**src/sv/fwsc_pkg.sv**
```systemverilog
// ----------------------------------------------------------------------------
// fwsc_pkg
// shared types and codes for the second-chance cache core
// ----------------------------------------------------------------------------
package fwsc_pkg;

    // outcome codes
    localparam logic [1:0] OUT_HIT   = 2'd0;
    localparam logic [1:0] OUT_CLEAN = 2'd1;
    localparam logic [1:0] OUT_DIRTY = 2'd2;

    // request as queued between front and back
    typedef struct packed {
        logic        is_write;
        logic [19:0] word_addr;
        logic [31:0] wval;
    } fwsc_req_t;

    // back-end sequencer states
    typedef enum logic [3:0] {
        ST_IDLE,
        ST_CLEAR,
        ST_LOOK,
        ST_HITRD,
        ST_VICTIM,
        ST_WB_RD,
        ST_WB_WR,
        ST_FILL_RD,
        ST_FILL_WR,
        ST_FINISH,
        ST_RDOUT,
        ST_DONE
    } fwsc_state_t;

endpackage

```
**src/sv/fwsc_front.sv**
```systemverilog
// ----------------------------------------------------------------------------
// fwsc_front
// accepts request transfers and holds them in a short queue for the back end
// ----------------------------------------------------------------------------
module fwsc_front (
    input  logic                aclk,
    input  logic                aresetn,
    input  logic                in_valid,
    output logic                in_ready,
    input  fwsc_pkg::fwsc_req_t in_req,
    output logic                q_valid,
    input  logic                q_pop,
    output fwsc_pkg::fwsc_req_t q_req
);
    import fwsc_pkg::*;

    fwsc_req_t  slot_reg [2];
    logic       wp_reg, rp_reg;
    logic [1:0] cnt_reg;
    logic       push;

    assign in_ready = (cnt_reg != 2'd2);
    assign push     = in_valid && in_ready;
    assign q_valid  = (cnt_reg != 2'd0);
    assign q_req    = slot_reg[rp_reg];

    // two-entry queue
    always_ff @(posedge aclk) begin
        if (!aresetn) begin
            wp_reg  <= 1'b0;
            rp_reg  <= 1'b0;
            cnt_reg <= 2'd0;
        end else begin
            if (push) wp_reg <= ~wp_reg;
            if (q_pop) rp_reg <= ~rp_reg;
            cnt_reg <= cnt_reg + {1'b0, push} - {1'b0, q_pop};
        end
        if (push) slot_reg[wp_reg] <= in_req;
    end
endmodule

```
**config.mk**
```make
export PLATFORM = sky130hd
export DESIGN_NAME = fwsc_front
export DESIGN_NICKNAME = d
export VERILOG_FILES = /design/src/sv/fwsc_pkg.sv /design/src/sv/fwsc_front.sv
export SDC_FILE = /design/constraint.sdc
export NUM_CORES = 1
export LEC_CHECK = 0
export BUFFER_PORTS_ARGS = -buffer_cell sky130_fd_sc_hd__clkbuf_2
export CORE_MARGIN = 10
export CORE_UTILIZATION = 50
export CTS_CLUSTER_DIAMETER = 200
export CTS_CLUSTER_SIZE = 10
export DETAILED_ROUTE_END_ITERATION = 8
export PLACE_DENSITY = 0.83
export SYNTH_ARGS = -nofsm -noshare
export SYNTH_HDL_FRONTEND = slang
export SYNTH_SLANG_ARGS = --single-unit
```
**constraint.sdc**
```tcl
create_clock -name aclk -period 3.16 [get_ports aclk]
set_input_delay 0.474 -clock aclk [delete_from_list [all_inputs] [get_ports aclk]]
set_output_delay 0.474 -clock aclk [all_outputs]
set_load 0.005 [all_outputs]
```
==> results of run 1 <==
[per-stage QoR]
stage               hold WS (ns)  cell area, um2  instances  utilization [%]
floorplan                 0.5180            4108        193                -
global placement          0.5562            4778        407            59.04
detailed placement        0.5708            4778        407            59.04
CTS                       0.2825            4996        423            61.73
global route              0.2782            4996        423            61.73
finish                    0.3033            4996        423            61.73
[worst reg2reg max path, stage by stage, from the launching register on]
cell and delay [ns]:
sky130_fd_sc_hd__dfxtp_1 0.39, sky130_fd_sc_hd__nand2b_1 0.22, sky130_fd_sc_hd__and3_2 0.69, sky130_fd_sc_hd__buf_4 0.36
[power by group]
group,switching [mW],internal (mW)
sequential,0.0440,1.76
clock,0.446,0.449
combinational,0.193,0.202
[cells in the mapped netlist]
library cell                 n
sky130_fd_sc_hd__xor2_1      1
sky130_fd_sc_hd__mux2_2     53
sky130_fd_sc_hd__edfxtp_1  106
sky130_fd_sc_hd__dfxtp_1     5
sky130_fd_sc_hd__or2_2       1
sky130_fd_sc_hd__a21boi_2    1
sky130_fd_sc_hd__ha_1        1
sky130_fd_sc_hd__nand3b_1    2
sky130_fd_sc_hd__nand2b_1    1
sky130_fd_sc_hd__mux2i_1     1
sky130_fd_sc_hd__buf_6       5
sky130_fd_sc_hd__and2_1      3
sky130_fd_sc_hd__a21bo_2     1
sky130_fd_sc_hd__nand2_1     2
sky130_fd_sc_hd__xnor2_1     1
sky130_fd_sc_hd__and3_1      1
sky130_fd_sc_hd__inv_1       2
sky130_fd_sc_hd__a211oi_1    1
sky130_fd_sc_hd__buf_2       1
sky130_fd_sc_hd__a211o_1     1
sky130_fd_sc_hd__nor4b_1     1
sky130_fd_sc_hd__nand3_1     1
sky130_fd_sc_hd__a21boi_1    1
[layer usage]
layer  routed length [um]  vias up  part of all wire, %  GRT usage (%)
li1                     -      996                    -              -
met1                 3015     1018                   41          13.57
met2                 3800       70                   51          20.64
met3                  553        7                  7.4          5.087
met4                   69        0                 0.93          3.559
met5                    0        -                    0              0
[kinds of logic (layout without fill, tap and decap cells)]
logic type	count (synthesis)	after routing	share of synthesized area, %
buf+inv	8	133	1.675
xor+xnor	2	2	0.4265
fa+ha+maj	1	1	0.3046
compound gates	5	5	1.097
mux	54	54	14.77
simple gates	12	12	1.797
flops	111	111	79.93
[area by class of cell]
cell class                 instances  area (um2)
tap                              105       131.4
multi-input combinational         74       757.0
inverter                           2       7.507
timing repair buffer             115       598.1
clock buffer                       9       123.9
fill                             633        3097
sequential                       111        3284
clock inverter                     7       93.84
[worst paths after layout]
kind	from	endpoint	slack (ns)
max	register	q_req[30]	0.80
min	in_req[39]	slot_reg[0][39]	0.30
max reg2reg	cnt_reg[0]	slot_reg[1][45]	1.20
min reg2reg	wp_reg	wp_reg	0.59
==> results.md, run 1 <==
Cells and area:
- The proportion of layout cells with a drive suffix above 1 is 59.12%.
- The library cells used most frequently in the layout, excluding fill and tap cells, are sky130_fd_sc_hd__clkbuf_2 (111), sky130_fd_sc_hd__edfxtp_1 (106), sky130_fd_sc_hd__mux2_2 (53).
- The register with the most flip-flops in the layout has 106 of them.
- Compared with the post-synthesis result, the final layout area differs by 21.63%.
- The final antenna diode count is 0.
- The number of nets at the end of the flow is 371.
- The library cell used most frequently in the layout, excluding fill and tap cells, is sky130_fd_sc_hd__clkbuf_2.

Power and ir drop:
- The maximum vdd ir drop is 0.3336 mV.
- Summing internal, switching and leakage power gives 3.091 mW.
- The total power per unit cell area is 618.7 nW/um2.
- Summed over all cells, the static leakage comes to 1.905 nW.

Critical path:
- The cell with the largest stage delay on the worst path is sky130_fd_sc_hd__dfxtp_2.
- The cell family contributing the most delay on the critical path is flip-flops.
- The maximum net fanout on the critical path is 27.
- The critical path crosses 3 cells after its start point.
- Data on the critical path is required at its endpoint by 2.69 ns.
- Together, buffers and inverters on the worst path number 2.
- Measured in cells, the most critical reg-to-reg path has a length of 3.
- The largest single stage delay on the critical path is 0.76 ns.
- The critical path goes through buf_12 -> mux2_2 -> clkbuf_2.
- The worst setup path is launched from a register.
- The data arrival at the endpoint of the critical path is 1.88 ns.
- By startpoint and endpoint, the worst setup path is classified as reg -> out.
- The capturing element type of the critical path is an output pin.

Timing:
- In the finished design, the share of the clock period the worst path needs comes to 74.65%.
- For the pin with the worst max-slew slack, the measured transition is 0.7090 ns.
- The final count of pins violating max slew came to 0.
- In the final timing run, aggregate negative setup slack is 0 ns.
- Across the routed clock network, the largest skew measured is 0.01271 ns.
- For this run, the top clock speed supported by timing is 423.9 MHz.
- The worst pin sits at a relative slew slack of 52.73%.
- Counting I/O delays and the setup requirement, the final critical path takes 2.359 ns.
- The post-route worst setup slack is 0.8011 ns.
- The count of endpoints failing hold in the final timing report was 0.
- The final count of negative-setup-slack endpoints is 0.
- Setup repair after global routing left no endpoint under its margin.

Drt:
- In the final routed layout, each cell accounts on average for 17.59 um.
- The iteration-0 DRC count of the detailed router is 64.
- The count of nets left with antenna violations once routing finished came out at 0.
- After detailed routing, the total wire length is 7.439 mm.
- After detailed routing, the number of remaining DRC violations is 0.
- Before antenna repair, the detailed router went through 4 iterations.
- The number of vias after detailed routing is 2,091.
- The average vias per placed instance is 4.943.

Synth:
- The dominant cell type by area after synthesis is sky130_fd_sc_hd__edfxtp_1.
- The number of distinct standard cells referenced by the synthesized netlist is 23.
- The share of the synthesized area in the top cell type is 77.49%.
- The synthesized net count is 251.
- The number of instances in the synthesized netlist is 193.
- The post-synthesis area per instance is 21.28 um2.
- Yosys printed 0 warnings.
- The summed instance area of the synthesized netlist is 4108 um2.
- The register bit count reported by yosys is 111.
- The proportion of synthesized chip area in sequential cells is 79.93%.
- In the post-synthesis netlist, the biggest area contributors are sky130_fd_sc_hd__edfxtp_1 (77%), sky130_fd_sc_hd__mux2_2 (15%), sky130_fd_sc_hd__dfxtp_1 (2.4%), sky130_fd_sc_hd__buf_6 (1.4%), sky130_fd_sc_hd__and2_1 (0.46%).

Clock tree:
- The number of hold buffers added after cts is 0.
- Counting every sink on the clock net gives 111.
- The H-tree was split into 3 levels.
- Counting the buffers created by CTS gives 9.
- The number of gates given a new drive strength after cts is 0.
- TritonCTS built the clock tree.
- The clock transition time at the flip-flop clock pins of the worst setup and hold paths is 0.10 ns.
- The clock passes through at most 2 buffers.
- The post-CTS setup-driven buffer insertion count is 0.
- The latest clock arrival within the worst-skew pair is 0.35 ns.
- In this run the clock root is driven by a sky130_fd_sc_hd__clkbuf_8.

GRT:
- The via count of the first global-routing pass is 2,427.
- The maximum number of pins on one net before global-route repair is 54.
- The global-route wire length before repair is 12.01 mm.
- The total congestion overflow is 0.
- The number of antenna violations at the first check in global routing was 0.
- In the global route stage, overall resource usage came out at 12.13%.

Hold path:
- The type of the worst min-delay path is in -> reg.
- The number of stages on the worst hold path is 1.

Placement:
- The number of buffers inserted by port buffering is 111.
- The placer's final routability congestion estimate is 0.6824.
- The detailed placement HPWL is 5.135 mm.
- The pre-CTS setup slack is 1.108 ns.

Floorplanning:
- The placeable core region is 8093 um2.
- The floorplan row count is 33.
- Once the floorplan was initialized, standard cells occupied 50.76% of the core.
- Pin placement for this block handled 112 I/O pins.
- The die span in y is 110.6 um.
- The die covers 12,240 um2.
- The die is 110.6 um wide.

Run:
- Across the run, the number of max-cap violations was 0.

Outcome:
- The flow ran to the end, and the final reports show no timing, DRC or antenna violations.
No activity file was read; power rests on OpenSTA's default activity.
==> run 2, diff against run 1 <==
- ABC_AREA: unset -> 1
- PLACE_DENSITY: 0.83 -> 0.82
- clock period: 3.16 -> 2.3 ns (I/O delays scaled with it)
==> results.md, run 2 <==
Clock tree:
- The number of levels the H-tree was split into is 3 (unchanged).
- The clock transition time at the flip-flop clock pins of the worst setup and hold paths came to 0.10 ns (about the same).
- The post-CTS setup-driven buffer insertion count came to 0 (unchanged).
- The number of sinks handled by clock tree synthesis came to 111 (unchanged).
- The number of gates given a new drive strength after cts is 0 (unchanged).
- The TritonCTS buffer count was 9 (unchanged).
- The cell at the root of the clock tree is sky130_fd_sc_hd__clkbuf_8.
- The maximum count of clock buffers along a single path is 2 (unchanged).
- The number of hold buffers added after cts is 0 (unchanged).
- The latest clock arrival within the worst-skew pair is 0.35 ns (about the same).
- The clock tree from TritonCTS is done.

Cells and area:
- Relative to the synthesized area, the layout overhead comes to 21.15%.
- The library cell used most frequently in the layout, excluding fill and tap cells, is sky130_fd_sc_hd__clkbuf_2.
- The number of standard cells in the final layout excluding fillers was 430 (+1.7%).
- The number of flip-flops under the largest register name is 106 (unchanged).
- Leaving out fill and tap cells, the most frequent cells in the layout are sky130_fd_sc_hd__clkbuf_2 (111), sky130_fd_sc_hd__edfxtp_1 (106), sky130_fd_sc_hd__mux2_4 (50).
- The final antenna diode count is 0 (unchanged).
- The proportion of layout cells with a drive suffix above 1 is 57.54% (-1.6 points).
- The number of nets at the end of the flow is 378 (+1.9%).

Placement:
- The total placed cells including tap cells was 414 (+1.7%).
- The placer's final routability congestion estimate was 0.6909 (+1.2%).
- The number of buffers inserted by port buffering is 111 (unchanged).
- The detailed placement HPWL is 5.354 mm (+4.3%).

GRT:
- The via count of the first global-routing pass came to 2,183 (-10%).
- The maximum number of pins on one net before global-route repair came to 31 (-43%).
- The number of antenna violations at the first check in global routing is 0 (unchanged).
- The total congestion overflow is 0 (unchanged).
- The global-route wire length before repair is 11.24 mm (-6.4%).
- The combined global-route utilization of all metal layers is 11.20% (-0.94 points).

Critical path:
- The maximum net fanout on the critical path is 30 (+11%).
- The data arrival at the endpoint of the critical path was 1.49 ns (-0.39 ns).
- Following the worst setup path forward leads to its endpoint at q_req[52].
- The cell class contributing the biggest share of worst-path delay is flip-flops.
- The largest stage delay on the critical path is 0.38 ns (-0.38 ns).
- In this run the critical register-to-register path is launched from cnt_reg[0].
- The critical path is of the reg -> out type.
- The number of cells on the worst reg-to-reg path is 5 (+2).
- The buffer and inverter count on the worst path is 2 (unchanged).
- The worst setup path is captured at an output pin.
- The slowest stage of the critical path is the sky130_fd_sc_hd__dfxtp_4 cell.
- The reg2reg setup slack is 0.58 ns (-0.62 ns).
- The kind of launch point of the worst setup path is a register.
- The data required time at the worst endpoint is 1.96 ns (-0.73 ns).
- Walking the worst path, the cells encountered are buf_12 -> mux2_2 -> clkbuf_2.
- The destination of the worst register-to-register timing path is slot_reg[1][46].
- The number of cells on the critical path is 3 (unchanged).

Synth:
- The number of distinct standard cells referenced by the synthesized netlist is 13 (-43%).
- The dominant cell type by area after synthesis is sky130_fd_sc_hd__edfxtp_1.
- By area the synthesized netlist is led by sky130_fd_sc_hd__edfxtp_1 (74%), sky130_fd_sc_hd__mux2_4 (17%), sky130_fd_sc_hd__buf_12 (2.3%), sky130_fd_sc_hd__dfxtp_1 (2.3%), sky130_fd_sc_hd__nand2_1 (1.0%).
- The commonest cells after synthesis are sky130_fd_sc_hd__edfxtp_1 (106), sky130_fd_sc_hd__mux2_4 (50), sky130_fd_sc_hd__nand2_1 (12), sky130_fd_sc_hd__nor2_1 (7).
- The summed instance area of the synthesized netlist came to 4300 um2 (+4.7%).
- The post-synthesis async set-or-reset flop share was 0% (unchanged).
- The post-synthesis area per instance is 21.72 um2 (+2.0%).
- The share of the synthesized area in the top cell type came to 74.02% (-3.5 points).
- The proportion of synthesized chip area in sequential cells was 76.35% (-3.6 points).
- The most numerous cell in the Yosys netlist is sky130_fd_sc_hd__edfxtp_1.
- The number of instances in the synthesized netlist was 198 (+2.6%).
- The flip-flop cell with the highest count after synthesis is sky130_fd_sc_hd__edfxtp_1.
- The synthesized net count is 256 (+2.0%).
- The count of warnings emitted by yosys is 0 (unchanged).
- The number of enable-type register cells in the synthesized netlist is 106 (unchanged).
- The register bit count reported by yosys is 111 (unchanged).

Drt:
- The number of vias after detailed routing is 2,083 (-0.38%).
- The number of iterations in the first detailed-routing pass came to 4 (unchanged).
- The routed length per instance was 17.05 um (-3.0%).
- The total wire length after detailed routing is 7.332 mm (-1.4%).
- The number of remaining DRC errors is 0 (unchanged).
- The iteration-0 DRC count of the detailed router is 66 (+3.1%).
- The number of nets with antenna violations after routing is 0 (unchanged).
- The average vias per placed instance was 4.844 (-2.0%).

Timing:
- The maximum clock frequency is 545.0 MHz.
- The post-layout minimum cycle time is 1.835 ns.
- The pin slew with the least headroom to its limit is 0.4929 ns (-0.2161 ns).
- The headroom to the max-slew limit is 67.06% (+14 points).
- Setup repair after global routing left no endpoint under its margin.
- The count of endpoints failing hold in the final timing report is 0 (unchanged).
- The setup clock skew after layout is 0.006556 ns (-0.006156 ns).
- The final count of pins violating max slew was 0 (unchanged).
- The final critical-path share of the clock period is 79.78%.
- The final count of negative-setup-slack endpoints was 0 (unchanged).
- The total negative slack for setup checks is 0 ns (unchanged).

Floorplanning:
- The floorplan row count was 33 (unchanged).
- The number of top-level pins is 112 (unchanged).
- The placeable core region is 8299 um2 (+2.6%).
- The chip width is 112.7 um (+1.9%).
- The floorplan die area is 12,710 um2 (+3.8%).
- The die span in y is 112.7 um (+1.9%).
- The initial core utilization is 51.82% (+1.1 points).

Power and ir drop:
- The leakage power figure was 2.114 nW (+11%).
- The total power per unit cell area is 804.7 nW/um2 (+30%).
- The maximum vdd ir drop is 0.4564 mV (+37%).

Run:
- The max-cap check violation count was 0 (unchanged).

Hold path:
- The worst hold path belongs to the class in -> reg.

Outcome:
- The run finished with clean final reports.
## run 2: layer usage
layer / vias to the layer above / part of all wire, % / global-route usage, %
met3: 6 / 9.0 / 5.547
met1: 1002 / 40 / 12.76
met4: 0 / 1.0 / 3.723
li1: 1002 / - / -
met5: - / 0 / 0
met2: 73 / 49 / 18.01
## run 2: report_power, final
part / internal [mW] / total [mW] / switching [mW]
Combinational: 0.334 / 0.625 / 0.291
Sequential: 2.41 / 2.45 / 0.0437
Clock: 0.508 / 1.11 / 0.605
## run 2: cell type report
class,count,area [um2]
well taps,105,131.4
fillers,611,3089
clock inverters,7,71.32
repair buffers,117,675.6
flip-flops and latches,111,3287
clock buffers,9,123.9
multi-input cells,76,902.1
inverters,5,18.77
## run 2: worst min path at each step
| stage | from | to | slack, ns | depth (start not counted) |
|---|---|---|---|---|
| final | in_req[6] | slot_reg[1][6] | 0.17 | 1 |
| after detailed placement | rp_reg | rp_reg | 0.50 | 2 |
| after global placement | rp_reg | rp_reg | 0.48 | 2 |
| after global routing | in_req[38] | slot_reg[1][38] | 0.15 | 1 |
| after floorplan | aresetn | cnt_reg[0] | 0.44 | 2 |
| after CTS | in_req[30] | slot_reg[1][30] | 0.16 | 1 |
## run 2: cell families (layout without fill, tap and decap cells)
kind of cell	after synthesis	after routing	share of synthesized area, %
mux	53	53	18.24
simple gates	20	20	1.775
flops	111	111	76.35
fa+ha+maj	1	1	0.2909
compound gates	1	1	0.1163
buf+inv	11	138	3.026
xor+xnor	1	1	0.2037
## run 2: stage by stage
step	worst slack [ns]	hold WS, ns	area (um2)	utilization [%]	total power [mW]
4_1_cts	0.4410	0.1559	5210	62.78	4.257
6_report	0.4651	0.1737	5210	62.78	4.192
3_3_place_gp	0.6287	0.4810	5015	60.43	3.120
3_5_place_dp	0.5816	0.4966	5015	60.43	3.144
2_1_floorplan	-0.1315	0.4385	4305	-	2.865
5_1_grt	0.3938	0.1524	5210	62.78	4.396
==> run 3, diff against run 2 <==
- CORE_UTILIZATION: 50 -> 47
- PLACE_DENSITY: 0.82 -> 0.81
- clock period: 2.3 -> 1.68 ns (I/O delays scaled with it)
==> results.md, run 3 (synthesis results as in run 2) <==
Clock tree:
- The TritonCTS buffer count is 9 (unchanged).
- The number of levels the H-tree was split into was 3 (unchanged).
- The maximum count of clock buffers along a single path came to 2 (unchanged).
- The latest clock arrival within the worst-skew pair is 0.36 ns (about the same).
- The number of sinks handled by clock tree synthesis is 111 (unchanged).
- The clock tree from TritonCTS is done.
- The clock transition time at the flip-flop clock pins of the worst setup and hold paths is 0.10 ns (about the same).
- The cell at the root of the clock tree is sky130_fd_sc_hd__clkbuf_8.
- The post-CTS setup-driven buffer insertion count is 0 (unchanged).

Hold path:
- The path class of the tightest hold or removal check is in -> reg.

Drt:
- The iteration-0 DRC count of the detailed router was 52 (-21%).
- The total wire length after detailed routing is 7.763 mm (+5.9%).
- The number of nets with antenna violations after routing is 0 (unchanged).
- The routed length per instance is 17.93 um (+5.1%).
- The average vias per placed instance is 4.882 (+0.79%).
- The number of iterations in the first detailed-routing pass is 4 (unchanged).
- The number of remaining DRC errors is 0 (unchanged).
- The number of vias after detailed routing was 2,114 (+1.5%).

GRT:
- The total congestion overflow is 0 (unchanged).
- The global-route wire length before repair was 11.86 mm (+5.5%).
- The number of antenna violations at the first check in global routing was 0 (unchanged).
- The via count of the first global-routing pass is 2,415 (+11%).
- The combined global-route utilization of all metal layers is 11.51% (+0.32 points).
- The maximum number of pins on one net before global-route repair is 45 (+45%).

Cells and area:
- The number of flip-flops under the largest register name is 106 (unchanged).
- The proportion of layout cells with a drive suffix above 1 is 59.08% (+1.5 points).
- The most common cell after layout, fill and taps aside is sky130_fd_sc_hd__clkbuf_2.
- The number of standard cells in the final layout excluding fillers is 433 (+0.70%).
- The library cells used most frequently in the layout, excluding fill and tap cells, are sky130_fd_sc_hd__clkbuf_2 (110), sky130_fd_sc_hd__edfxtp_1 (106), sky130_fd_sc_hd__mux2_4 (53).
- The number of nets at the end of the flow is 379 (+0.26%).
- The post-route core utilization is 59.79% (-3.0 points).
- The final design instance area without fill is 5265 um2 (+1.1%).
- The final antenna diode count is 0 (unchanged).
- The signed area change from the synthesized netlist to the final layout is 22.43%.

Floorplanning:
- The number of top-level pins is 112 (unchanged).
- The die span in y came to 115.7 um (+2.6%).
- The floorplan die area is 13,380 um2 (+5.2%).
- The placeable core region is 8806 um2 (+6.1%).
- The initial core utilization is 48.83% (-3.0 points).
- The chip width is 115.7 um (+2.6%).
- The floorplan row count is 34 (+3.0%).

Timing:
- The post-route worst setup slack is -0.02702 ns (-0.4921 ns).
- The count of endpoints failing hold in the final timing report was 0 (unchanged).
- In the finished design, the share of the clock period the worst path needs comes to 101.6%.
- Setup repair after global routing could not meet its margin everywhere.
- The headroom to the max-slew limit is 83.05% (+16 points).
- The worst hold slack is 0.07734 ns (-0.09633 ns).
- The pin slew with the least headroom to its limit is 0.2543 ns (-0.2386 ns).
- The final count of pins violating max slew is 0 (unchanged).
- The post-layout minimum cycle time is 1.707 ns.
- The setup clock skew after layout is 0.01334 ns (+0.006781 ns).
- The final count of negative-setup-slack endpoints came to 24 (+24).
- The maximum clock frequency is 585.8 MHz.

Placement:
- The total placed cells including tap cells is 417 (+0.72%).
- The cell area reported after detailed placement is 5022 um2 (+0.15%).
- The detailed placement HPWL is 5.446 mm (+1.7%).
- The placer's final routability congestion estimate is 0.6786 (-1.8%).
- The pre-CTS setup slack is 0.2917 ns (-0.2899 ns).
- The number of buffers inserted by port buffering came to 111 (unchanged).

Critical path:
- The cell with the largest stage delay on the worst path is sky130_fd_sc_hd__dfxtp_4.
- The capturing element type of the critical path is an output pin.
- The kind of launch point of the worst setup path is a register.
- Walking the worst path, the cells encountered are buf_12 -> mux2_4 -> clkbuf_2.
- The cell class contributing the biggest share of worst-path delay is flip-flops.
- The kind of critical path is reg -> out.
- The largest stage delay on the critical path was 0.42 ns (+0.04 ns).
- The maximum net fanout on the critical path is 23 (-23%).
- The buffer and inverter count on the worst path is 2 (unchanged).
- The data arrival at the endpoint of the critical path is 1.46 ns (-0.03 ns).
- The data required time at the worst endpoint was 1.43 ns (-0.53 ns).

Outcome:
- The run finished, with violations left.
- The final reports fail on setup timing.

Power and ir drop:
- The total power per unit cell area was 1098 nW/um2 (+36%).
- The maximum vdd ir drop is 0.5402 mV (+18%).
- The leakage power figure is 2.143 nW (+1.4%).

Run:
- The max-cap check violation count is 0 (unchanged).
-- run 3: area by class of cell --
type / count / area [um2]
Inverter: 5 / 18.77
Timing Repair Buffer: 118 / 701.9
Clock buffer: 9 / 123.9
Clock inverter: 6 / 68.82
Multi-Input combinational cell: 76 / 928.4
Sequential cell: 111 / 3288
Fill cell: 687 / 3541
Tap cell: 108 / 135.1
-- run 3: repair_timing --
action                                 CTS  global route
hold buffers                             0             0
cloned                                   0             1
gates resized for setup                  2             3
endpoints found under the hold margin    0             0
setup endpoints to repair               32            53
-- run 3: where the power goes --
| group | internal [mW] | switching (mW) | total [mW] |
|---|---|---|---|
| logic | 0.475 | 0.407 | 0.882 |
| clock network | 0.693 | 0.837 | 1.53 |
| registers | 3.30 | 0.0693 | 3.37 |
| total | 4.47 | 1.31 | 5.78 |
-- run 3: worst reg2reg max path, stage by stage (launching register included) --
cell and delay, ns:
sky130_fd_sc_hd__dfxtp_1 0.41, sky130_fd_sc_hd__nand2_4 0.08, sky130_fd_sc_hd__nand2_4 0.12, sky130_fd_sc_hd__xnor2_1 0.14, sky130_fd_sc_hd__ha_1 0.19, sky130_fd_sc_hd__inv_1 0.04, sky130_fd_sc_hd__nand2_1 0.05, sky130_fd_sc_hd__nand2_1 0.06
sky130_fd_sc_hd__a21oi_1 0.12, sky130_fd_sc_hd__nor2_1 0.06
-- run 3: final timing paths --
| check | from | end | slack [ns] | cells after the start |
|---|---|---|---|---|
| max | register | q_req[48] | -0.03 | 3 |
| min | in_req[8] | slot_reg[1][8] | 0.08 | 1 |
| max reg2reg | cnt_reg[1] | cnt_reg[1] | 0.30 | 9 |
| min reg2reg | rp_reg | rp_reg | 0.51 | 2 |
-- run 3: metal layers --
layer | global-route usage [%] | part of all wire (%) | vias up | wire length [um]
met5 | 0 | 0 | - | 0
met4 | 4.003 | 0.73 | 0 | 57
met3 | 5.220 | 8.4 | 4 | 655
met2 | 20.21 | 52 | 68 | 4013
met1 | 12.00 | 39 | 1038 | 3036
li1 | - | - | 1004 | -
-- run 3: metrics by stage --
stage               setup TNS [ns]  power (mW)
global route                -3.240       6.065
floorplan                   -4.347       3.938
detailed placement               0       4.316
finish                     -0.3184       5.783
global placement                 0       4.275
CTS                        -0.8553       5.861
